<file path="config.mk">
export PLATFORM = sky130hd
export DESIGN_NAME = joint_torque_safety_limiter_top
export DESIGN_NICKNAME = d
export VERILOG_FILES = /design/src/hdl/jtsl_pkg.sv /design/src/hdl/jtsl_fifo.sv /design/src/hdl/jtsl_front.sv /design/src/hdl/jtsl_back.sv /design/src/hdl/joint_torque_safety_limiter_top.sv
export SDC_FILE = /design/constraint.sdc
export NUM_CORES = 2
export LEC_CHECK = 0
export BUFFER_PORTS_ARGS = -buffer_cell sky130_fd_sc_hd__buf_2
export CORE_MARGIN = 2
export CORE_UTILIZATION = 45
export CTS_CLUSTER_DIAMETER = 50
export DETAILED_ROUTE_END_ITERATION = 16
export SLEW_MARGIN = 20
export SYNTH_ARGS = -nofsm -noshare
export SYNTH_HDL_FRONTEND = slang
export SYNTH_SLANG_ARGS = --single-unit
</file>
<file path="constraint.sdc">
create_clock -name clk -period 12.6 [get_ports clk]
set_input_delay 3.78 -clock clk [delete_from_list [all_inputs] [get_ports clk]]
set_output_delay 3.78 -clock clk [all_outputs]
set_load 0.02 [all_outputs]
</file>
<file path="src/hdl/jtsl_pkg.sv">
// Shared types, constants and field widths of the joint torque safety limiter.
package jtsl_pkg;

    localparam int JOINT_COUNT_DEF = 7;

    localparam int JOINT_W    = 4;
    localparam int OP_W       = 2;
    localparam int TORQUE_W   = 20;
    localparam int MAX_W      = 19;
    localparam int RATE_W     = 20;
    localparam int LJC_W      = 5;
    localparam int IVL_W      = 16;
    localparam int TEMP_W     = 13;
    localparam int DERATE_W   = 17;
    localparam int CNT_W      = 32;
    localparam int CFG_IDX_W  = 3;
    localparam int CFG_DATA_W = 20;

    // queue depths: request queue between front and back, result queue at the output
    localparam int MID_DEPTH = 2;
    localparam int OUT_DEPTH = 4;
    localparam int OUT_LVL_W = $clog2(OUT_DEPTH + 1);

    // derating: full below 60 C, zero from 85 C, in 1/16 C
    localparam logic [DERATE_W-1:0]      DERATE_FULL = 17'd65536;
    localparam logic signed [TEMP_W-1:0] TEMP_KNEE   = 13'sd960;
    localparam logic signed [TEMP_W-1:0] TEMP_CUT    = 13'sd1360;
    localparam int                       SPAN_W      = 9;
    // floor(x * 4096 / 25) = (x * ceil(2^30 / 25)) >> 18
    localparam int                       RECIP_W     = 26;
    localparam logic [RECIP_W-1:0]       DIV25_RECIP = 26'd42949673;
    localparam int                       DIV25_SHIFT = 18;

    localparam int DERATE_SHIFT = 16;
    localparam int SLEW_SHIFT   = 20;

    // reset values of the configuration registers
    localparam logic [MAX_W-1:0]  MAX_LARGE_RST   = 19'd17818;
    localparam logic [MAX_W-1:0]  MAX_SMALL_RST   = 19'd2458;
    localparam logic [RATE_W-1:0] SLEW_LARGE_RST  = 20'd222720;
    localparam logic [RATE_W-1:0] SLEW_SMALL_RST  = 20'd30720;
    localparam logic [LJC_W-1:0]  LARGE_COUNT_RST = 5'd4;
    localparam logic [MAX_W-1:0]  COLL_THRESH_RST = 19'd1280;

    typedef enum logic [OP_W-1:0] {
        OP_COMMAND = 2'd0,
        OP_TEMP    = 2'd1,
        OP_CALIB   = 2'd2
    } op_t;

    typedef enum logic [CFG_IDX_W-1:0] {
        REG_MAX_LARGE   = 3'd0,
        REG_MAX_SMALL   = 3'd1,
        REG_SLEW_LARGE  = 3'd2,
        REG_SLEW_SMALL  = 3'd3,
        REG_LARGE_COUNT = 3'd4,
        REG_COLL_THRESH = 3'd5
    } cfg_idx_t;

    typedef struct packed {
        logic [MAX_W-1:0]  max_torque_large;
        logic [MAX_W-1:0]  max_torque_small;
        logic [RATE_W-1:0] slew_rate_large;
        logic [RATE_W-1:0] slew_rate_small;
        logic [LJC_W-1:0]  large_joint_count;
        logic [MAX_W-1:0]  collision_threshold;
    } cfg_t;

    // classified request as held in the queue between front and back
    typedef struct packed {
        op_t                        op;
        logic                       joint_ok;
        logic                       big_joint;
        logic [JOINT_W-1:0]         joint;
        logic signed [TORQUE_W-1:0] torque_req;
        logic signed [TORQUE_W-1:0] torque_sense;
        logic [IVL_W-1:0]           max_step;
        logic [DERATE_W-1:0]        derate;
    } item_t;

    typedef struct packed {
        logic signed [TORQUE_W-1:0] safe_torque;
        logic                       collision;
        logic                       rate_limited;
        logic                       thermal_stop;
        logic [CNT_W-1:0]           stop_count;
        logic [CNT_W-1:0]           command_count;
    } result_t;

endpackage

</file>
<file path="src/hdl/jtsl_fifo.sv">
// Small flip-flop queue with combinational head read.
module jtsl_fifo #(
    parameter int WIDTH = 8,
    parameter int DEPTH = 2
) (
    input  logic                       clk,
    input  logic                       rst_n,
    input  logic                       push,
    input  logic [WIDTH-1:0]           wdata,
    output logic                       full,
    input  logic                       pop,
    output logic [WIDTH-1:0]           rdata,
    output logic                       empty,
    output logic [$clog2(DEPTH+1)-1:0] count
);

    localparam int PTR_W = (DEPTH > 1) ? $clog2(DEPTH) : 1;
    localparam int LVL_W = $clog2(DEPTH + 1);

    logic [WIDTH-1:0] mem_reg [DEPTH];
    logic [PTR_W-1:0] wr_ptr_reg, wr_ptr_next;
    logic [PTR_W-1:0] rd_ptr_reg, rd_ptr_next;
    logic [LVL_W-1:0] count_reg, count_next;
    logic             do_push, do_pop;

    assign full    = (count_reg == LVL_W'(DEPTH));
    assign empty   = (count_reg == '0);
    assign count   = count_reg;
    assign rdata   = mem_reg[rd_ptr_reg];
    assign do_push = push && !full;
    assign do_pop  = pop && !empty;

    always_comb
    begin
        wr_ptr_next = wr_ptr_reg;
        rd_ptr_next = rd_ptr_reg;
        if (do_push)
        begin
            wr_ptr_next = (wr_ptr_reg == PTR_W'(DEPTH - 1)) ? '0 : wr_ptr_reg + 1'b1;
        end
        if (do_pop)
        begin
            rd_ptr_next = (rd_ptr_reg == PTR_W'(DEPTH - 1)) ? '0 : rd_ptr_reg + 1'b1;
        end
        case ({do_push, do_pop})
            2'b10:   count_next = count_reg + 1'b1;
            2'b01:   count_next = count_reg - 1'b1;
            default: count_next = count_reg;
        endcase
    end

    always_ff @(posedge clk or negedge rst_n)
    begin
        if (!rst_n)
        begin
            wr_ptr_reg <= '0;
            rd_ptr_reg <= '0;
            count_reg  <= '0;
        end
        else
        begin
            wr_ptr_reg <= wr_ptr_next;
            rd_ptr_reg <= rd_ptr_next;
            count_reg  <= count_next;
        end
    end

    always_ff @(posedge clk)
    begin
        if (do_push)
        begin
            mem_reg[wr_ptr_reg] <= wdata;
        end
    end

endmodule

</file>
<file path="src/hdl/jtsl_front.sv">
// Front end: classifies a request, works out derating and slew step ahead of the back end.
module jtsl_front #(
    parameter int JOINT_COUNT = jtsl_pkg::JOINT_COUNT_DEF
) (
    input  jtsl_pkg::cfg_t                               cfg,
    input  logic [jtsl_pkg::OP_W-1:0]                    op,
    input  logic [jtsl_pkg::JOINT_W-1:0]                 joint,
    input  logic signed [jtsl_pkg::TORQUE_W-1:0]         torque_req,
    input  logic signed [jtsl_pkg::TORQUE_W-1:0]         torque_sense,
    input  logic [jtsl_pkg::IVL_W-1:0]                   interval,
    input  logic signed [jtsl_pkg::TEMP_W-1:0]           temperature,
    output jtsl_pkg::item_t                              item
);

    localparam logic [jtsl_pkg::JOINT_W:0] JOINT_LIMIT = JOINT_COUNT[jtsl_pkg::JOINT_W:0];
    localparam int SCALED_W = jtsl_pkg::SPAN_W + jtsl_pkg::RECIP_W;
    localparam int STEP_W   = jtsl_pkg::RATE_W + jtsl_pkg::IVL_W;

    logic signed [jtsl_pkg::TEMP_W:0]   span_full;
    logic [jtsl_pkg::SPAN_W-1:0]        span;
    logic [SCALED_W-1:0]                scaled;
    logic [jtsl_pkg::DERATE_W-1:0]      derate;
    logic                               big_joint;
    logic [jtsl_pkg::RATE_W-1:0]        rate;
    logic [STEP_W-1:0]                  step_prod;

    // derating slope: (85 C - t) * 4096 / 25, only used on the linear stretch
    always_comb
    begin
        span_full = $signed({jtsl_pkg::TEMP_CUT[jtsl_pkg::TEMP_W-1], jtsl_pkg::TEMP_CUT})
                  - $signed({temperature[jtsl_pkg::TEMP_W-1], temperature});
        span      = span_full[jtsl_pkg::SPAN_W-1:0];
        scaled    = SCALED_W'(span) * SCALED_W'(jtsl_pkg::DIV25_RECIP);
        if (temperature < jtsl_pkg::TEMP_KNEE)
        begin
            derate = jtsl_pkg::DERATE_FULL;
        end
        else if (temperature < jtsl_pkg::TEMP_CUT)
        begin
            derate = scaled[jtsl_pkg::DIV25_SHIFT +: jtsl_pkg::DERATE_W];
        end
        else
        begin
            derate = '0;
        end
    end

    // allowed change this interval, depends on configuration, joint class and interval
    always_comb
    begin
        big_joint = ({1'b0, joint} < cfg.large_joint_count);
        rate      = big_joint ? cfg.slew_rate_large : cfg.slew_rate_small;
        step_prod = STEP_W'(rate) * STEP_W'(interval);
    end

    always_comb
    begin
        item.op           = jtsl_pkg::op_t'(op);
        item.joint_ok     = ({1'b0, joint} < JOINT_LIMIT);
        item.big_joint    = big_joint;
        item.joint        = joint;
        item.torque_req   = torque_req;
        item.torque_sense = torque_sense;
        item.max_step     = step_prod[jtsl_pkg::SLEW_SHIFT +: jtsl_pkg::IVL_W];
        item.derate       = derate;
    end

endmodule

</file>
<file path="src/hdl/jtsl_back.sv">
// Back end: per-joint state, collision check, derated clamp and slew limit, counters.
module jtsl_back #(
    parameter int JOINT_COUNT = jtsl_pkg::JOINT_COUNT_DEF
) (
    input  logic                              clk,
    input  logic                              rst_n,
    input  jtsl_pkg::cfg_t                    cfg,
    input  jtsl_pkg::item_t                   item,
    input  logic                              item_avail,
    input  logic [jtsl_pkg::OUT_LVL_W-1:0]    out_level,
    output logic                              item_take,
    output jtsl_pkg::result_t                 result,
    output logic                              result_valid
);

    localparam int JIDX_W  = (JOINT_COUNT > 1) ? $clog2(JOINT_COUNT) : 1;
    localparam int TW      = jtsl_pkg::TORQUE_W;
    localparam int MW      = jtsl_pkg::MAX_W;
    localparam int DW      = jtsl_pkg::DERATE_W;
    localparam int EFF_P_W = MW + DW;
    localparam int LVL_W   = jtsl_pkg::OUT_LVL_W;

    // stage 1 state: derating and collision history
    logic [DW-1:0]        derate_reg   [JOINT_COUNT];
    logic signed [TW-1:0] baseline_reg [JOINT_COUNT];
    logic signed [TW-1:0] prev_one_reg [JOINT_COUNT];
    logic signed [TW-1:0] prev_two_reg [JOINT_COUNT];
    logic [1:0]           fill_reg     [JOINT_COUNT];
    logic                 calib_reg    [JOINT_COUNT];

    // stage 2 state: last output and counters
    logic signed [TW-1:0]           last_out_reg [JOINT_COUNT];
    logic [jtsl_pkg::CNT_W-1:0]     stops_reg, stops_next;
    logic [jtsl_pkg::CNT_W-1:0]     cmds_reg, cmds_next;

    // stage 2 pipeline register
    logic                   s2_valid_reg;
    jtsl_pkg::op_t          s2_op_reg;
    logic                   s2_ok_reg;
    logic [JIDX_W-1:0]      s2_jidx_reg;
    logic                   s2_coll_reg;
    logic [MW-1:0]          s2_eff_reg;
    logic signed [TW-1:0]   s2_desired_reg;
    logic [jtsl_pkg::IVL_W-1:0] s2_step_reg;

    logic [LVL_W:0]         in_flight;
    logic [JIDX_W-1:0]      jidx;
    logic signed [TW+2:0]   jerk;
    logic [TW+2:0]          jerk_mag;
    logic signed [TW:0]     dev;
    logic [TW:0]            dev_mag;
    logic                   hit;
    logic [MW-1:0]          mx;
    logic [EFF_P_W-1:0]     eff_prod;

    logic                   is_cmd;
    logic                   thermal;
    logic                   drive;
    logic                   limited;
    logic signed [TW:0]     eff_s;
    logic signed [TW:0]     clamped;
    logic signed [TW+1:0]   last_s;
    logic signed [TW+1:0]   delta;
    logic signed [TW+1:0]   step_s;
    logic signed [TW+1:0]   c_out;

    // results still owed to the output queue must always fit in it
    always_comb
    begin
        in_flight = {1'b0, out_level} + (LVL_W+1)'(s2_valid_reg);
        item_take = item_avail && (in_flight < (LVL_W+1)'(jtsl_pkg::OUT_DEPTH));
    end

    // stage 1: collision test and derated maximum
    always_comb
    begin
        jidx     = item.joint[JIDX_W-1:0];
        jerk     = (TW+3)'(item.torque_sense) - ((TW+3)'(prev_one_reg[jidx]) <<< 1)
                 + (TW+3)'(prev_two_reg[jidx]);
        jerk_mag = jerk[TW+2] ? (TW+3)'(-jerk) : (TW+3)'(jerk);
        dev      = (TW+1)'(item.torque_sense) - (TW+1)'(baseline_reg[jidx]);
        dev_mag  = dev[TW] ? (TW+1)'(-dev) : (TW+1)'(dev);
        hit      = 1'b0;
        if (calib_reg[jidx])
        begin
            if ((fill_reg[jidx] >= 2'd2) && ({jerk_mag, 1'b0} > (TW+4)'(cfg.collision_threshold)))
            begin
                hit = 1'b1;
            end
            if (dev_mag > (TW+1)'(cfg.collision_threshold))
            begin
                hit = 1'b1;
            end
        end
        mx       = item.big_joint ? cfg.max_torque_large : cfg.max_torque_small;
        eff_prod = EFF_P_W'(mx) * EFF_P_W'(derate_reg[jidx]);
    end

    always_ff @(posedge clk or negedge rst_n)
    begin
        if (!rst_n)
        begin
            for (int j = 0; j < JOINT_COUNT; j++)
            begin
                derate_reg[j]   <= jtsl_pkg::DERATE_FULL;
                baseline_reg[j] <= '0;
                prev_one_reg[j] <= '0;
                prev_two_reg[j] <= '0;
                fill_reg[j]     <= '0;
                calib_reg[j]    <= 1'b0;
            end
        end
        else if (item_take && item.joint_ok)
        begin
            unique case (item.op)
                jtsl_pkg::OP_TEMP:
                begin
                    derate_reg[jidx] <= item.derate;
                end
                jtsl_pkg::OP_CALIB:
                begin
                    baseline_reg[jidx] <= item.torque_sense;
                    prev_one_reg[jidx] <= '0;
                    prev_two_reg[jidx] <= '0;
                    fill_reg[jidx]     <= '0;
                    calib_reg[jidx]    <= 1'b1;
                end
                jtsl_pkg::OP_COMMAND:
                begin
                    if (calib_reg[jidx])
                    begin
                        prev_two_reg[jidx] <= prev_one_reg[jidx];
                        prev_one_reg[jidx] <= item.torque_sense;
                        if (fill_reg[jidx] != 2'd3)
                        begin
                            fill_reg[jidx] <= fill_reg[jidx] + 2'd1;
                        end
                    end
                end
                default:
                begin
                end
            endcase
        end
    end

    always_ff @(posedge clk or negedge rst_n)
    begin
        if (!rst_n)
        begin
            s2_valid_reg <= 1'b0;
        end
        else
        begin
            s2_valid_reg <= item_take;
        end
    end

    always_ff @(posedge clk)
    begin
        if (item_take)
        begin
            s2_op_reg      <= item.op;
            s2_ok_reg      <= item.joint_ok;
            s2_jidx_reg    <= jidx;
            s2_coll_reg    <= hit;
            s2_eff_reg     <= eff_prod[jtsl_pkg::DERATE_SHIFT +: MW];
            s2_desired_reg <= item.torque_req;
            s2_step_reg    <= item.max_step;
        end
    end

    // stage 2: clamp to the derated maximum, then slew limit against the last output
    always_comb
    begin
        is_cmd  = (s2_op_reg == jtsl_pkg::OP_COMMAND);
        thermal = !s2_coll_reg && (s2_eff_reg == '0);
        drive   = is_cmd && s2_ok_reg && !s2_coll_reg && !thermal;

        eff_s   = $signed({2'b00, s2_eff_reg});
        clamped = (TW+1)'(s2_desired_reg);
        if (clamped > eff_s)
        begin
            clamped = eff_s;
        end
        else if (clamped < -eff_s)
        begin
            clamped = -eff_s;
        end

        last_s  = (TW+2)'(last_out_reg[s2_jidx_reg]);
        delta   = (TW+2)'(clamped) - last_s;
        step_s  = $signed({6'b000000, s2_step_reg});
        limited = 1'b0;
        c_out   = (TW+2)'(clamped);
        if (delta > step_s)
        begin
            c_out   = last_s + step_s;
            limited = 1'b1;
        end
        else if (delta < -step_s)
        begin
            c_out   = last_s - step_s;
            limited = 1'b1;
        end

        cmds_next  = (is_cmd && (cmds_reg != '1)) ? cmds_reg + 1'b1 : cmds_reg;
        stops_next = stops_reg;
        if (is_cmd && s2_ok_reg && (s2_coll_reg || thermal) && (stops_reg != '1))
        begin
            stops_next = stops_reg + 1'b1;
        end

        result_valid         = s2_valid_reg;
        result.safe_torque   = drive ? c_out[TW-1:0] : '0;
        result.collision     = is_cmd && s2_ok_reg && s2_coll_reg;
        result.rate_limited  = drive && limited;
        result.thermal_stop  = is_cmd && s2_ok_reg && thermal;
        result.stop_count    = stops_next;
        result.command_count = cmds_next;
    end

    always_ff @(posedge clk or negedge rst_n)
    begin
        if (!rst_n)
        begin
            for (int j = 0; j < JOINT_COUNT; j++)
            begin
                last_out_reg[j] <= '0;
            end
            stops_reg <= '0;
            cmds_reg  <= '0;
        end
        else if (s2_valid_reg)
        begin
            stops_reg <= stops_next;
            cmds_reg  <= cmds_next;
            if (drive)
            begin
                last_out_reg[s2_jidx_reg] <= c_out[TW-1:0];
            end
        end
    end

endmodule

</file>
<file path="src/hdl/joint_torque_safety_limiter_top.sv">
// Top level of the joint torque safety limiter: config registers, queues, front and back end.
//
// Usage
//   Requests enter through a queue-style port: a request is taken at a rising edge with
//   push high and full low. op selects torque command, temperature update or calibrate.
//   Every request gives exactly one result, read from a queue-style port: the oldest
//   result sits on the result ports while empty is low and leaves on an edge with pop high.
//   Configuration is written through cfg_write / cfg_index / cfg_data, one register per edge;
//   the user must write only while no request is in flight, as the block does not enforce it.
// Throughput and pipeline
//   One request per cycle sustained while results are popped. A result is visible once it
//   has passed the request queue, the stage-2 pipeline register and the result queue. The
//   rate is set by the per-joint last-output update of the second back-end stage, which
//   is registered before the next command, so same-joint commands may follow directly.
// Reset
//   rst_n clears both queues, loads the default limits, sets every joint to full derating,
//   uncalibrated, zero history and zero last output, and clears both counters. No sweep.
// Back-pressure
//   The result queue holds four results. The back end only draws a request when the
//   result queue has room for it plus the one still in its pipeline; once that runs out
//   the two-deep request queue fills and full rises.
module joint_torque_safety_limiter_top #(
    parameter int JOINT_COUNT = jtsl_pkg::JOINT_COUNT_DEF
) (
    input  logic                                  clk,
    input  logic                                  rst_n,
    // request channel
    input  logic                                  push,
    output logic                                  full,
    input  logic [jtsl_pkg::OP_W-1:0]             op,
    input  logic [jtsl_pkg::JOINT_W-1:0]          joint,
    input  logic signed [jtsl_pkg::TORQUE_W-1:0]  torque_req,
    input  logic signed [jtsl_pkg::TORQUE_W-1:0]  torque_sense,
    input  logic [jtsl_pkg::IVL_W-1:0]            interval,
    input  logic signed [jtsl_pkg::TEMP_W-1:0]    temperature,
    // result channel
    output logic                                  empty,
    input  logic                                  pop,
    output logic signed [jtsl_pkg::TORQUE_W-1:0]  safe_torque,
    output logic                                  collision,
    output logic                                  rate_limited,
    output logic                                  thermal_stop,
    output logic [jtsl_pkg::CNT_W-1:0]            stop_count,
    output logic [jtsl_pkg::CNT_W-1:0]            command_count,
    // configuration write port
    input  logic                                  cfg_write,
    input  logic [jtsl_pkg::CFG_IDX_W-1:0]        cfg_index,
    input  logic [jtsl_pkg::CFG_DATA_W-1:0]       cfg_data
);

    jtsl_pkg::cfg_t    cfg_reg;
    jtsl_pkg::item_t   front_item;
    jtsl_pkg::item_t   mid_item;
    logic              mid_empty;
    logic              mid_pop;
    jtsl_pkg::result_t res;
    logic              res_valid;
    jtsl_pkg::result_t out_res;
    logic              out_full;
    logic [jtsl_pkg::OUT_LVL_W-1:0] out_level;

    // configuration registers; writes to unlisted indexes are dropped
    always_ff @(posedge clk or negedge rst_n)
    begin
        if (!rst_n)
        begin
            cfg_reg.max_torque_large    <= jtsl_pkg::MAX_LARGE_RST;
            cfg_reg.max_torque_small    <= jtsl_pkg::MAX_SMALL_RST;
            cfg_reg.slew_rate_large     <= jtsl_pkg::SLEW_LARGE_RST;
            cfg_reg.slew_rate_small     <= jtsl_pkg::SLEW_SMALL_RST;
            cfg_reg.large_joint_count   <= jtsl_pkg::LARGE_COUNT_RST;
            cfg_reg.collision_threshold <= jtsl_pkg::COLL_THRESH_RST;
        end
        else if (cfg_write)
        begin
            unique case (jtsl_pkg::cfg_idx_t'(cfg_index))
                jtsl_pkg::REG_MAX_LARGE:
                    cfg_reg.max_torque_large <= cfg_data[jtsl_pkg::MAX_W-1:0];
                jtsl_pkg::REG_MAX_SMALL:
                    cfg_reg.max_torque_small <= cfg_data[jtsl_pkg::MAX_W-1:0];
                jtsl_pkg::REG_SLEW_LARGE:
                    cfg_reg.slew_rate_large <= cfg_data[jtsl_pkg::RATE_W-1:0];
                jtsl_pkg::REG_SLEW_SMALL:
                    cfg_reg.slew_rate_small <= cfg_data[jtsl_pkg::RATE_W-1:0];
                jtsl_pkg::REG_LARGE_COUNT:
                    cfg_reg.large_joint_count <= cfg_data[jtsl_pkg::LJC_W-1:0];
                jtsl_pkg::REG_COLL_THRESH:
                    cfg_reg.collision_threshold <= cfg_data[jtsl_pkg::MAX_W-1:0];
                default:
                begin
                end
            endcase
        end
    end

    // front end classifies straight off the request ports
    jtsl_front #(
        .JOINT_COUNT (JOINT_COUNT)
    ) u_front (
        .cfg          (cfg_reg),
        .op           (op),
        .joint        (joint),
        .torque_req   (torque_req),
        .torque_sense (torque_sense),
        .interval     (interval),
        .temperature  (temperature),
        .item         (front_item)
    );

    // request queue decoupling front and back
    jtsl_fifo #(
        .WIDTH ($bits(jtsl_pkg::item_t)),
        .DEPTH (jtsl_pkg::MID_DEPTH)
    ) u_mid_fifo (
        .clk   (clk),
        .rst_n (rst_n),
        .push  (push),
        .wdata (front_item),
        .full  (full),
        .pop   (mid_pop),
        .rdata (mid_item),
        .empty (mid_empty),
        .count ()
    );

    jtsl_back #(
        .JOINT_COUNT (JOINT_COUNT)
    ) u_back (
        .clk          (clk),
        .rst_n        (rst_n),
        .cfg          (cfg_reg),
        .item         (mid_item),
        .item_avail   (!mid_empty),
        .out_level    (out_level),
        .item_take    (mid_pop),
        .result       (res),
        .result_valid (res_valid)
    );

    // result queue; also parts the back end from a stalled receiver
    jtsl_fifo #(
        .WIDTH ($bits(jtsl_pkg::result_t)),
        .DEPTH (jtsl_pkg::OUT_DEPTH)
    ) u_out_fifo (
        .clk   (clk),
        .rst_n (rst_n),
        .push  (res_valid),
        .wdata (res),
        .full  (out_full),
        .pop   (pop),
        .rdata (out_res),
        .empty (empty),
        .count (out_level)
    );

    assign safe_torque   = out_res.safe_torque;
    assign collision     = out_res.collision;
    assign rate_limited  = out_res.rate_limited;
    assign thermal_stop  = out_res.thermal_stop;
    assign stop_count    = out_res.stop_count;
    assign command_count = out_res.command_count;

`ifndef SYNTHESIS
    // the back end's credit check must keep the result queue from overflowing
    a_out_no_overflow: assert property (@(posedge clk) disable iff (!rst_n)
        res_valid |-> !out_full)
        else $error("result written into a full result queue");

    // a stop is either a collision or a thermal stop, never both
    a_single_stop: assert property (@(posedge clk) disable iff (!rst_n)
        !empty |-> !(collision && thermal_stop))
        else $error("collision and thermal stop on one result");

    // any stop forces a zero torque and no slew flag
    a_stop_zero: assert property (@(posedge clk) disable iff (!rst_n)
        (!empty && (collision || thermal_stop)) |-> (safe_torque == '0 && !rate_limited))
        else $error("stopped result carries torque");
`endif

endmodule
</file>
=== After elaboration in Yosys (flattened, before gate mapping) ===
Memory sizes are Yosys's and may differ from the RTL's.
Index checks and enable logic that the tools add are counted.

* $add $sub $neg: 23
* $mul: 3
* $lt $le $gt $ge: 16
* Eq/ne operators: 20
* Muxes and demuxes: 71
* Bitwise logic cells: 8
* Reduce and logical (&&, ||, !) cells: 46

{| class="wikitable"
|+ Operators by type and width
! kind !! count
|-
| bitwise mux 140 bit || 4
|-
| case mux 140 bit (2 select lines) || 2
|-
| AND 140 bit || 2
|-
| 2-to-1 mux 140 bit || 2
|-
| 2-to-1 mux 20 bit || 14
|-
| binary-select mux 20 bit (select 3 bit) || 4
|-
| inverter 140 bit || 1
|-
| demux 20 bit (select 3 bit) || 2
|-
| bitwise mux 119 bit || 1
|-
| 2-to-1 mux 17 bit || 5
|-
| adder 32 x 1 -> 32 bit (second input constant) || 2
|-
| 2-to-1 mux 32 bit || 2
|-
| inequality test 32 bit (second input constant) || 2
|-
| 2-to-1 mux 21 bit || 3
|-
| binary-select mux 17 bit (select 3 bit) || 1
|-
| demux 17 bit (select 3 bit) || 1
|-
| multiplier 20 x 16 -> 36 bit || 1
|-
| multiplier 19 x 17 -> 35 bit || 1
|-
| multiplier 9 x 26 -> 35 bit (second input constant) || 1
|-
| 2-to-1 mux 14 bit || 2
|-
| case mux 14 bit (2 select lines) || 1
|-
| greater-than comparator 24 x 19 -> 1 bit || 1
|-
| adder 22 x 20 -> 23 bit || 1
|-
| 2-to-1 mux 23 bit || 1
|-
| 59 further kinds || 130
|}

* Flip-flop bits (word level): 940
* RAM bits: 510
* Input port bits: 103
* Output and inout bits: 89
* Word-level logic and storage cells: 260
* Memories: 2

{| class="wikitable"
|+ Memories
! memory !! depth !! bits a word !! rd ports !! clocked after Yosys merged registers in !! write ports !! line !! RTL
|-
| u_out_fifo.mem_reg || 4 || 87 || 1 || 0 || 1 || jtsl_fifo.sv:20 || <nowiki>logic [WIDTH-1:0] mem_reg [DEPTH];</nowiki>
|-
| u_mid_fifo.mem_reg || 2 || 81 || 1 || 0 || 1 || jtsl_fifo.sv:20 ||
|}

=== Depth between registers and ports, before layout ===
An unclocked memory read counts as a cell.

* Depth after elaboration: 13
* Mapped depth: 44

=== Modules after synthesis ===
A second synthesis with hierarchy kept.

* Cell total of the unflattened synthesis: 8,452
* Area total of the unflattened synthesis: 93,769.9 sq um

{| class="wikitable"
|+ Modules (own cells, without submodules)
! module !! times used !! cells an instance !! area each (sq um) !! seq. area each (sq um)
|-
| jtsl_back || 1 || 5,870 || 56,481.7 || 21,013.9
|-
| jtsl_front || 1 || 1,594 || 13,923.4 || 0.0
|-
| jtsl_fifo (u_out_fifo) || 1 || 497 || 12,985.0 || 10,625.2
|-
| jtsl_fifo (u_mid_fifo) || 1 || 270 || 6,441.2 || 4,964.8
|-
| joint_torque_safety_limiter_top || 1 || 221 || 3,938.8 || 2,585.0
|}

=== Worst setup path before layout ===
OpenSTA, ideal clock, no wires.

* Path kind: input to register
* Start point: input joint[1] (netlist name)
* End point: memory u_mid_fifo.mem_reg[0][29] (netlist name) (data pin)
* Library setup time: 262 ps
* Arrival time: 11,069 ps
* Slack: 1,268 ps
* Stages on the path: 33
* Path through: ha_1 a21o_1 a21o_1 a21oi_1 nor2_1 buf_1 mux2_2 clkbuf_1 nand2_1 fa_1 inv_1 fa_1 inv_1 fa_1 inv_1 fa_1 inv_1 fa_1 inv_1 fa_1 ha_1 a21o_1 a21o_1 a21o_1 a221o_1 a221o_1 a211oi_1 or3_1 a311oi_1 a21oi_1 nor2b_1 nor2_1 xnor2_1

{| class="wikitable"
|+ RTL lines
! what !! line !! RTL
|-
| start: declaration || joint_torque_safety_limiter_top.sv:31 || <nowiki>input logic [jtsl_pkg::JOINT_W-1:0] joint,</nowiki>
|-
| end: declaration || jtsl_fifo.sv:20 ||
|}

==> metrics.yaml <==
outcome: "complete, no violations"
wl_per_cell_um: 21.6
synth-seq-cells: 1448
startpoint_type: "input pin"
synth_edf_count: 570
required_ps: 13160
area_growth_pct: 10.9
worst-setup-path-type: "input pin to flop"
totalWireLength_um: 251000
syn_area_mm2: 0.0915
cts_root_buf: "clkbuf_16"
syn_area_per_cell_um2: 10.5
core-area_mm2: 0.202
syn_inst: 8695
yosysTopAreaCellShare: 0.231
finalMaxSlewViolations: 0
rsz0062_at_grt: "false"
r2r_cells: 36
cts_tree: "yes"
grt_first_pass_wirelength_um: 392000
cpMostUsedCell: "fa_1"
drtIter0Drc: 4872
cts.path.max_buffers: 3
grt_max_degree: 176
fin_crit_sh: 0.893
hold_path_end: "u_back.calib_reg[1]$_DFFE_PN0P_"
arrival_ps: 11810
cp_slowest_cell: "mux2_2"
synth_nets: 9882
die_h_um: 455
gp_congestion: 0.913
fillers: 18200
port_buffers: 191
cts_num_sinks: 1448
synth_area_leaders: "dfrtp_1, edfxtp_1, fa_1"
synthFlopType: "dfrtp_1"
hold_viol: 0
post-cts-setup-buffer-count: 0
endpoint_kind: "flop"
async_flop_share: 0.606
worstHoldPathCells: 1
setup_tns_ps: 0
overflow: 0
synth_common_cells: "nand2_1, inv_1, dfrtp_1"
vias: 64400
synth.most_common_cell: "nand2_1"
r2r-start: "u_back.s2_eff_reg[2]$_DFFE_PP_"
nets: 9979
start_util: 0.453
drc: 0
dieArea_mm2: 0.207
vias_per_cell: 5.55
setup_viol: 0
cts_buffers: 170
yosys.area.top_type: "dfrtp_1"
path_clk_slew_ps: 60
drtAntennaViolNets: 0
finClkSkew_ps: 52.5
place_hpwl_um: 178000
cts_max_level: 4
drive_above_1_share: 0.125
path_max_fanout: 21
die_w_um: 455
synth-seq-area-share: 0.428
min_path_type: "flop to flop"
drtPass1Iterations: 6
antenna_found_initial: 10
io_pins: 192
timing.final.crit_period_ps: 11250
crit-reg2reg-capture: "u_out_fifo.mem_reg[0][71]$_DFFE_PP_"
cts_resized: 0
ctsHoldBuffers: 0
placementRows: 165
grt_usage: 0.245
max_freq_ghz: 0.0889
maxSlewHeadroom: 0.206
rrSetupSlack_ps: 1580
worstMarginPinSlew_ps: 1190
ys_warn_count: 0
grt_pass1_vias: 66000
clkLatencyLatePin_ps: 830
max_stage_delay_ps: 550
synthDistinctLibCells: 113
drv_cap: 0
hp-start: "u_back.calib_reg[1]$_DFFE_PN0P_"
largest_reg_flops: 348
-- cell usage in the layout, fill, tap and decap left out, types with 124 or more instances in the layout --
cell / instances
nor2_1: 384
edfxtp_1: 570
inv_1: 848
fa_1: 571
mux2_2: 258
a21oi_1: 341
buf_4: 137
o21ai_0: 655
dfrtp_1: 841
buf_2: 190
nand2_1: 1466
nand3_1: 133
mux2i_1: 124
xnor2_1: 221
ha_1: 513
clkbuf_16: 177
-- final cells by class --
| class | count | area [um^2] | share of cell area |
|---|---|---|---|
| repair buffers | 336 | 2140 | 0.0211 |
| clock buffers | 237 | 4840 | 0.0477 |
| flip-flops and latches | 1448 | 39100 | 0.386 |
| well taps | 2672 | 3340 | 0.0329 |
| multi-input cells | 5984 | 47800 | 0.471 |
| clock inverters | 80 | 997 | 0.00983 |
| diodes | 5 | 12.5 | 0.000123 |
| inverters | 852 | 3200 | 0.0315 |
-- worst max-delay path by stage --
stage | start | end | slack (ps) | cells past startpoint
global placement | joint[1] | u_mid_fifo.mem_reg[0][29]$_DFFE_PP_ | 520 | 33
CTS | joint[1] | u_mid_fifo.mem_reg[0][29]$_DFFE_PP_ | 1390 | 33
detailed placement | joint[1] | u_mid_fifo.mem_reg[1][29]$_DFFE_PP_ | 530 | 33
global route | joint[1] | u_mid_fifo.mem_reg[0][31]$_DFFE_PP_ | 830 | 33
floorplan | joint[1] | u_mid_fifo.mem_reg[0][29]$_DFFE_PP_ | 1270 | 33
finish | joint[1] | u_mid_fifo.mem_reg[1][29]$_DFFE_PP_ | 1350 | 33
-- layer usage --
layer,share of wire,GRT usage
met1,0.45,0.342
met2,0.46,0.393
met3,0.054,0.0341
met5,0.00011,0
met4,0.033,0.0841
-- worst max-delay path: cells and delay by family --
family / cells / cell delay, ps
adder cells (fa/ha/maj): 8 / 3570
AO/OA/AOI/OAI: 11 / 2580
buffers and inverters: 7 / 620
AND/OR/NAND/NOR: 5 / 580
multiplexers: 1 / 550
XOR/XNOR: 1 / 90
-- per-stage QoR --
step | std cells | util | hold WS [ps] | setup WS (ps) | area, um^2
floorplan | 8695 | - | 434 | 1270 | 91500
global placement | 11300 | 0.473 | 449 | 518 | 95600
detailed placement | 11300 | 0.473 | 452 | 528 | 95600
CTS | 11600 | 0.502 | 469 | 1390 | 101000
global route | 11600 | 0.502 | 485 | 830 | 101000
finish | 11600 | 0.502 | 468 | 1350 | 101000
-- logic make-up (layout without fill, tap and decap cells) --
logic type	count (synthesis)	count (layout)	synth area share
xor gates and xnor gates	309	309	0.0297
buffers and inverters	1263	1505	0.0527
DFF	1448	1448	0.428
muxes	492	492	0.0709
and+or+nand+nor	2545	2545	0.122
other	0	5	0
AOI/OAI and AO/OA	1552	1552	0.102
adders and majority gates	1086	1086	0.195
Power is left out: the tool's default activity adds up to more than one toggle a clock period on the data nets, which glitch-free logic cannot reach.
